[src/hdl/tsbp_pkg.sv]
// ----------------------------------------------------------------------------
// tsbp_pkg
// Shared types and constants for the six-bit text packer: the character and
// packed-byte words and the push bundle between the packer and its queue.
// ----------------------------------------------------------------------------
package tsbp_pkg;

	// default depth of the output queue, in words
	localparam int unsigned QueueDepth = 4;

	typedef struct packed {
		logic [7:0] ascii_char;
		logic       end_of_text;
	} char_t;

	typedef struct packed {
		logic [7:0] packed_byte;
		logic       last_byte;
	} pack_t;

	// up to two packed words produced by one character
	typedef struct packed {
		logic [1:0] count;
		pack_t      first;
		pack_t      second;
	} push_t;

endpackage

[src/hdl/text_six_bit_packer.sv]
// ----------------------------------------------------------------------------
// text_six_bit_packer
// Maps text bytes to six-bit codes and packs them LSB first into bytes.
// ----------------------------------------------------------------------------
// Usage:
// char channel (char_valid / char_stall / char_data) takes one text byte per
// word; end_of_text marks the final character of a string.
// pack channel (pack_valid / pack_stall / pack_data) gives packed bytes in
// order; last_byte marks the final byte of a string, zero padded on top.
// Four characters give three bytes; a string end may add one flush byte.
// Flow: a taken character is held in the input register; once the queue has
// room it is folded into the held bits and its bytes are written to the queue.
// Throughput: one character per cycle unless stalled; the output drains one
// byte per cycle unless stalled, from a queue of QueueDepth words, and
// char_stall rises only while that queue holds more than QueueDepth-2 words.
// When the receiver stalls, the shown word holds and the queue fills, then
// the input stalls with the held character kept in the input register.
// Reset empties the input register and the queue and clears the held bits,
// so the first character after reset starts a new string.
// ----------------------------------------------------------------------------
module text_six_bit_packer #(
	parameter int unsigned QueueDepth = tsbp_pkg::QueueDepth
) (
	input  logic             clk,
	input  logic             arst_n,
	input  logic             char_valid,
	output logic             char_stall,
	input  tsbp_pkg::char_t  char_data,
	output logic             pack_valid,
	input  logic             pack_stall,
	output tsbp_pkg::pack_t  pack_data
);

	tsbp_pkg::push_t push;
	logic            room;

	tsbp_pack u_pack (
		.clk        (clk),
		.arst_n     (arst_n),
		.char_valid (char_valid),
		.char_stall (char_stall),
		.char_data  (char_data),
		.room       (room),
		.push       (push)
	);

	tsbp_outq #(
		.Depth (QueueDepth)
	) u_outq (
		.clk        (clk),
		.arst_n     (arst_n),
		.push       (push),
		.room       (room),
		.pack_valid (pack_valid),
		.pack_stall (pack_stall),
		.pack_data  (pack_data)
	);

endmodule

[src/hdl/tsbp_pack.sv]
// ----------------------------------------------------------------------------
// tsbp_pack
// Input register, character-to-code map and bit accumulator. Each registered
// character is folded into the held bits and yields zero, one or two bytes.
// ----------------------------------------------------------------------------
module tsbp_pack (
	input  logic             clk,
	input  logic             arst_n,
	input  logic             char_valid,
	output logic             char_stall,
	input  tsbp_pkg::char_t  char_data,
	input  logic             room,
	output tsbp_pkg::push_t  push
);

	logic            valid_s1;
	tsbp_pkg::char_t data_s1;
	logic [5:0]      held_bits_q;
	logic [2:0]      held_count_q;

	logic            fire;
	logic [5:0]      code;
	logic [2:0]      cnt;
	logic [6:0]      one_sh;
	logic [5:0]      mask;
	logic [11:0]     acc;
	logic [3:0]      total;
	logic            full;
	logic [7:0]      rem;
	logic [3:0]      rtot;
	logic            flush;

	function automatic logic [5:0] code_for_char(input logic [7:0] c);
		logic [7:0] r;
		r = 8'd0;
		if (c >= 8'h61 && c <= 8'h7a) begin
			r = {3'd0, c[4:0]};
		end else if (c >= 8'h30 && c <= 8'h39) begin
			r = {4'h2, c[3:0]};
		end else if (c >= 8'h21 && c <= 8'h23) begin
			r = ({6'd0, c[1:0]} | 8'h18) + 8'h02;
		end else if (c >= 8'h25 && c <= 8'h26) begin
			r = ({5'd0, c[2:0]} | 8'h18) + 8'h01;
		end else if (c >= 8'h27 && c <= 8'h2f) begin
			r = c + 8'h03;
		end else if (c >= 8'h3a && c <= 8'h3e) begin
			r = (c ^ 8'h08) + 8'h01;
		end else if (c == 8'h5b) begin
			r = 8'h38;
		end else if (c >= 8'h5d && c <= 8'h5f) begin
			r = c ^ 8'h64;
		end else if (c >= 8'h7b && c <= 8'h7e) begin
			r = {2'd0, c[5:0]} + 8'h01;
		end
		return r[5:0];
	endfunction

	assign char_stall = valid_s1 & ~room;
	assign fire       = valid_s1 & room;

	always_ff @(posedge clk or negedge arst_n) begin
		if (!arst_n) begin
			valid_s1 <= 1'b0;
		end else if (!char_stall) begin
			valid_s1 <= char_valid;
		end
	end

	always_ff @(posedge clk) begin
		if (char_valid && !char_stall) begin
			data_s1 <= char_data;
		end
	end

	always_comb begin
		code   = code_for_char(data_s1.ascii_char);
		// held count is always even, stray low bit ignored
		cnt    = {held_count_q[2:1], 1'b0};
		one_sh = 7'd1 << cnt;
		mask   = 6'(one_sh - 7'd1);
		acc    = {6'd0, held_bits_q & mask} | ({6'd0, code} << cnt);
		total  = {1'b0, cnt} + 4'd6;
		full   = total >= 4'd8;
		rem    = full ? {4'd0, acc[11:8]} : acc[7:0];
		rtot   = full ? (total - 4'd8) : total;
		flush  = data_s1.end_of_text && (rtot != 4'd0);

		push = '0;
		if (full) begin
			push.first.packed_byte  = acc[7:0];
			push.first.last_byte    = data_s1.end_of_text && (rtot == 4'd0);
			push.second.packed_byte = rem;
			push.second.last_byte   = 1'b1;
			push.count              = flush ? 2'd2 : 2'd1;
		end else begin
			// leftover bits only, already zero above rtot
			push.first.packed_byte = rem;
			push.first.last_byte   = 1'b1;
			push.count             = flush ? 2'd1 : 2'd0;
		end
		if (!fire) begin
			push.count = 2'd0;
		end
	end

	always_ff @(posedge clk or negedge arst_n) begin
		if (!arst_n) begin
			held_bits_q  <= '0;
			held_count_q <= '0;
		end else if (fire) begin
			if (data_s1.end_of_text) begin
				held_bits_q  <= '0;
				held_count_q <= '0;
			end else begin
				held_bits_q  <= rem[5:0];
				held_count_q <= rtot[2:0];
			end
		end
	end

endmodule

[src/hdl/tsbp_outq.sv]
// ----------------------------------------------------------------------------
// tsbp_outq
// Small output queue for packed bytes. Takes up to two words per cycle from
// the packer and presents one word per cycle on the output unless stalled.
// ----------------------------------------------------------------------------
module tsbp_outq #(
	parameter int unsigned Depth = tsbp_pkg::QueueDepth
) (
	input  logic             clk,
	input  logic             arst_n,
	input  tsbp_pkg::push_t  push,
	output logic             room,
	output logic             pack_valid,
	input  logic             pack_stall,
	output tsbp_pkg::pack_t  pack_data
);

	localparam int unsigned PtrW = (Depth > 2) ? $clog2(Depth) : 1;
	localparam int unsigned CntW = $clog2(Depth + 1);
	localparam logic [PtrW-1:0] LastIdx = PtrW'(Depth - 1);
	localparam logic [CntW-1:0] RoomMax = CntW'(Depth - 2);

	tsbp_pkg::pack_t mem_q [Depth];
	logic [PtrW-1:0] wr_ptr_q;
	logic [PtrW-1:0] rd_ptr_q;
	logic [CntW-1:0] count_q;
	logic [PtrW-1:0] wr1;
	logic [PtrW-1:0] wr2;
	logic            pop;

	function automatic logic [PtrW-1:0] inc(input logic [PtrW-1:0] p);
		return (p == LastIdx) ? '0 : p + PtrW'(1);
	endfunction

	assign wr1        = inc(wr_ptr_q);
	assign wr2        = inc(wr1);
	assign pack_valid = count_q != '0;
	assign pack_data  = mem_q[rd_ptr_q];
	assign pop        = pack_valid & ~pack_stall;
	// room for a worst-case pair of words
	assign room       = count_q <= RoomMax;

	always_ff @(posedge clk) begin
		if (push.count != 2'd0) begin
			mem_q[wr_ptr_q] <= push.first;
		end
		if (push.count == 2'd2) begin
			mem_q[wr1] <= push.second;
		end
	end

	always_ff @(posedge clk or negedge arst_n) begin
		if (!arst_n) begin
			wr_ptr_q <= '0;
			rd_ptr_q <= '0;
			count_q  <= '0;
		end else begin
			unique case (push.count)
				2'd1:    wr_ptr_q <= wr1;
				2'd2:    wr_ptr_q <= wr2;
				default: wr_ptr_q <= wr_ptr_q;
			endcase
			if (pop) begin
				rd_ptr_q <= inc(rd_ptr_q);
			end
			count_q <= count_q + CntW'(push.count) - CntW'(pop);
		end
	end

endmodule

[config.mk]
export PLATFORM = sky130hd
export DESIGN_NAME = text_six_bit_packer
export DESIGN_NICKNAME = d
export VERILOG_FILES = /design/src/hdl/tsbp_pkg.sv /design/src/hdl/text_six_bit_packer.sv /design/src/hdl/tsbp_pack.sv /design/src/hdl/tsbp_outq.sv
export SDC_FILE = /design/constraint.sdc
export NUM_CORES = 1
export LEC_CHECK = 0
export ABC_CLOCK_PERIOD_IN_PS = 9700
export BUFFER_PORTS_ARGS = -buffer_cell sky130_fd_sc_hd__buf_2
export CAP_MARGIN = 10
export CORE_ASPECT_RATIO = 1.25
export CORE_MARGIN = 10
export CORE_UTILIZATION = 40
export CTS_BUF_LIST = sky130_fd_sc_hd__clkbuf_8
export DETAILED_ROUTE_END_ITERATION = 16
export PLACE_DENSITY = 0.63
export SETUP_SLACK_MARGIN = 0.4
export SYNTH_ARGS = -nofsm -noshare
export SYNTH_HDL_FRONTEND = slang
export SYNTH_HIERARCHICAL = 1
export SYNTH_SLANG_ARGS = --single-unit
[constraint.sdc]
create_clock -name clk -period 9.7 [get_ports clk]
set_clock_uncertainty 0.2 [all_clocks]
set_input_delay 1.94 -clock clk [delete_from_list [all_inputs] [get_ports clk]]
set_output_delay 1.94 -clock clk [all_outputs]
set_load 0.005 [all_outputs]
==> results.txt <==
----------------------------------------------------
[Outcome]
  Run status ... completed

[Clock tree]
  Post-cts hold buffer count ... 0
  CTS root buffer ... sky130_fd_sc_hd__clkbuf_8
  Clock tree from TritonCTS ... yes
  Worst-path clk slew ... ~70 ps
  Buffers inserted by post-CTS timing repair ... 0
  Clock sink count ... between 60 and 70
  Cts bufs inserted ... 9
  Level count of the clock H-tree ... 3
  CTS max path bufs ... 2
  Gates resized, CTS repair ... 0
  Clk Latency, worst-skew pair ... around 350 ps

[Logic synthesis]
  Total standard cell area after synthesis ... 4003 um^2
  Dominant combinational cell family by area after synthesis ... multiplexers
  Main synth FF type ... sky130_fd_sc_hd__edfxtp_1
  Synthesized flop and latch total ... 61
  Area share of fa/ha/maj cells after synthesis ... 7.377%
  Post-synthesis area per instance ... between 10 and 15 um^2
  Compound-cell area share of the yosys netlist ... around 15%
  Post-synthesis sequential area ratio ... a little over two fifths
  EDFF count, synth ... 45
  Leading area contributor after synthesis ... sky130_fd_sc_hd__edfxtp_1
  Yosys Warn Count ... 6
  FFs w/ async S/R, synth ... 26.23%
  Dominant cells by area after synthesis ... sky130_fd_sc_hd__edfxtp_1 (34%), sky130_fd_sc_hd__mux2_2 (11%), sky130_fd_sc_hd__dfrtp_1 (10%), sky130_fd_sc_hd__ha_1 (6.9%), sky130_fd_sc_hd__mux4_2 (5.1%)
  Gate count after technology mapping ... around 350
  Number of distinct library cell variants in the gate-level netlist after synthesis ... 67
  Multiplexer area fraction after synthesis ... 16.76%
  Xor/xnor cell area share of the yosys netlist ... 0.8753%
  Area share of the largest cell type after synthesis ... 33.76%
  Simple-Gate Fraction of Synth Area ... roughly 12%

[Global routing]
  Via count of the first global-routing pass ... around 2800
  GRT overflow ... 0
  Global-route wire length before repair ... roughly 14 mm
  Total track usage ... between 10% and 20%
  Pin count of the biggest net entering global routing ... 17
  Initial antenna violation count ... 0

[Worst hold path]
  HP Class ... flip-flop to flip-flop
  Instance count along the most critical hold path ... 2

[Die]
  Floorplan Core Area ... 9709 um^2
  DIE AREA ... approximately 14000 um^2
  Num ports ... 24
  Die W ... ~110 um
  Standard-cell row count ... 40
  Initial Util ... approximately two fifths
  Die Y ... around 130 um

[Route]
  Vias per cell ... 5.513
  Starting DRC count in detailed routing ... 195
  Total wirelength of the detailed-routed design ... roughly 8.7 mm
  Detailed-route via count ... roughly 2800
  Post-route DRC violation count ... 0
  Drt wl/cell ... about 17 um
  Post-route ant nets ... 0
  DR pass1 iterations ... 4

[Critical path]
  CP Class ... flip-flop to output pin
  Worst setup EP type ... output pin
  Critical path arrival ... approximately 1800 ps
  Maximum fanout encountered on the critical timing path ... 12
  Worst setup SP type ... flip-flop
  Data required time of the critical path ... roughly 7600 ps
  Worst Reg-to-Reg Cells ... 10

[Finish]
  Number of nets in the finished design ... about 410
  # diodes ... 0
  Post-route cell area ... 4413 um^2
  Filler cell count ... just over 900
  Synthesis-to-layout area growth ... 10.25%
  Sequential cell area in the final layout ... 1752 um^2
  Area occupied by multi-input gates ... 2093 um^2
  Fraction of final layout cells sized beyond drive strength 1 ... 27.32%

[Timing]
  Worst-Margin Slew ... just over 800 ps
  Worst-case headroom to the max-slew limit ... 45.62%
  # setup viols final ... 0
  Post-Route Hold Slack ... between 200 and 300 ps
  Setup repair after global routing missed its margin ... no
  Peak Freq ... between 0.2 and 0.3 GHz
  Number of hold violations in the final report ... 0
  Final number of max-transition violations ... 0
  Final period demand of the worst path ... roughly 4000 ps
  Tcrit/Tclk final ... between 40% and 50%
  TNS Setup ... 0 ps

[Power and ir drop]
  Combinational share of power ... around 45%
  Net switching power figure ... about 490 uW
  Leakage power ... 0.001707 uW
  Power per standard cell area ... between 200 and 300 nW/um^2
  Clock network fraction of total power ... between 10% and 20%
  Sw Share ... 38.48%
  Sequential Power Share ... a little under two fifths
  Largest voltage drop on the vdd net ... approximately 0.11 mV
  Internal power contribution ... between 700 and 800 uW

[Job]
  Max_cap viols ... 0

[Place]
  Cell area after placement ... around 4200 um^2
  Dpl hpwl ... between 6 and 7 mm
  Port bufs ... 23
  Placer congestion estimate ... 0.8912

----------------------------------------------------
-- synth_stat cells, types with 4 or more instances --
cell type	number
sky130_fd_sc_hd__mux2_2	38
sky130_fd_sc_hd__inv_1	22
sky130_fd_sc_hd__nor2b_1	6
sky130_fd_sc_hd__nand2b_1	6
sky130_fd_sc_hd__mux4_2	9
sky130_fd_sc_hd__nor3_1	4
sky130_fd_sc_hd__a31oi_1	7
sky130_fd_sc_hd__nor2_1	19
sky130_fd_sc_hd__nand2_1	26
sky130_fd_sc_hd__xnor2_1	4
sky130_fd_sc_hd__edfxtp_1	45
sky130_fd_sc_hd__ha_1	22
sky130_fd_sc_hd__buf_4	5
sky130_fd_sc_hd__o21ai_0	13
sky130_fd_sc_hd__clkbuf_1	7
sky130_fd_sc_hd__a21oi_1	12
sky130_fd_sc_hd__and2_1	4
sky130_fd_sc_hd__o211ai_1	4
sky130_fd_sc_hd__a21o_1	5
sky130_fd_sc_hd__dfrtp_1	16
-- power groups by stage --
stage                     clock [uW]  combinational, uW  sequential [uW]
after floorplan                    0                455              427
after global placement             0                560              473
after detailed placement           0                561              476
after CTS                        232                570              470
after global routing             245                637              482
final                            226                567              468
-- final cells by class --
| class | count | area share (%) |
|---|---|---|
| Clock inverter | 7 | 1.673 |
| Clock buffer | 9 | 2.807 |
| Timing Repair Buffer | 24 | 2.779 |
| Inverter | 24 | 2.041 |
| Tap cell | 126 | 3.572 |
| Sequential cell | 61 | 39.69 |
| Multi-Input combinational cell | 252 | 47.43 |
-- routing by layer --
layer | share of wire, % | vias up | global-route usage, %
met4 | 1.7 | 0 | 4.420
met5 | 0 | - | 0
met1 | 45 | 1326 | 16.02
met2 | 49 | 72 | 20.04
met3 | 4.5 | 14 | 2.984
li1 | - | 1361 | -
-- per-stage QoR --
| stage | util (%) | instances | power (uW) | worst slack [ps] |
|---|---|---|---|---|
| floorplan | - | 352 | 881.8 | 6309 |
| global placement | 43.41 | 487 | 1033 | 6039 |
| detailed placement | 43.41 | 487 | 1037 | 6050 |
| CTS | 45.45 | 503 | 1272 | 5661 |
| global route | 45.45 | 503 | 1364 | 5584 |
| finish | 45.45 | 503 | 1261 | 5739 |
-- state kept, by name, summed over array words and instances (netlist names) --
name / count
u_outq/count_q: 3
u_pack/data_s1: 9
u_pack/held_bits_q: 6
u_outq/wr_ptr_q: 2
u_outq/rd_ptr_q: 2
u_pack/held_count_q: 2
u_outq/mem_q: 36
u_pack/valid_s1: 1
-- cells by family after synthesis --
kind of cell             Yosys count
AO/OA/AOI/OAI                     80
other                              1
adder cells (fa/ha/maj)           23
XOR/XNOR                           4
AND/OR/NAND/NOR                   91
multiplexers                      50
flip-flops                        61
buffers and inverters             39
-- worst paths after layout --
check / slack, ps / startpoint / endpoint
max: 5740 / u_outq/rd_ptr_q[0] / pack_data[2]
min: 290 / u_pack/held_bits_q[4] / u_pack/held_bits_q[4]
max reg2reg: 6000 / u_pack/data_s1[2] / u_outq/mem_q[0][3]
min reg2reg: 290 / u_pack/held_bits_q[4] / u_pack/held_bits_q[4]
max in group asynchronous: 7710 / arst_n / u_pack/held_count_q[2]
min in group asynchronous: 1300 / arst_n / u_pack/held_bits_q[3]
-- placed cells by master, fill, tap and decap left out, types with 5 or more instances in the layout --
cell / instances
sky130_fd_sc_hd__edfxtp_1: 45
sky130_fd_sc_hd__mux2_2: 38
sky130_fd_sc_hd__nand2_1: 26
sky130_fd_sc_hd__buf_2: 23
sky130_fd_sc_hd__inv_1: 22
sky130_fd_sc_hd__ha_1: 22
sky130_fd_sc_hd__nor2_1: 19
sky130_fd_sc_hd__dfrtp_1: 16
sky130_fd_sc_hd__a21oi_1: 12
sky130_fd_sc_hd__o21ai_0: 10
sky130_fd_sc_hd__clkbuf_8: 9
sky130_fd_sc_hd__mux4_2: 9
sky130_fd_sc_hd__a31oi_1: 7
sky130_fd_sc_hd__o21ai_1: 6
sky130_fd_sc_hd__nor2b_1: 6
sky130_fd_sc_hd__nand2b_1: 6
sky130_fd_sc_hd__a21o_1: 5
-- critical path: stages, from the launching register on --
cell and delay, ps:
sky130_fd_sc_hd__dfrtp_1 740, sky130_fd_sc_hd__mux4_2 590, sky130_fd_sc_hd__buf_2 140
(Power assumes the default switching activity.)
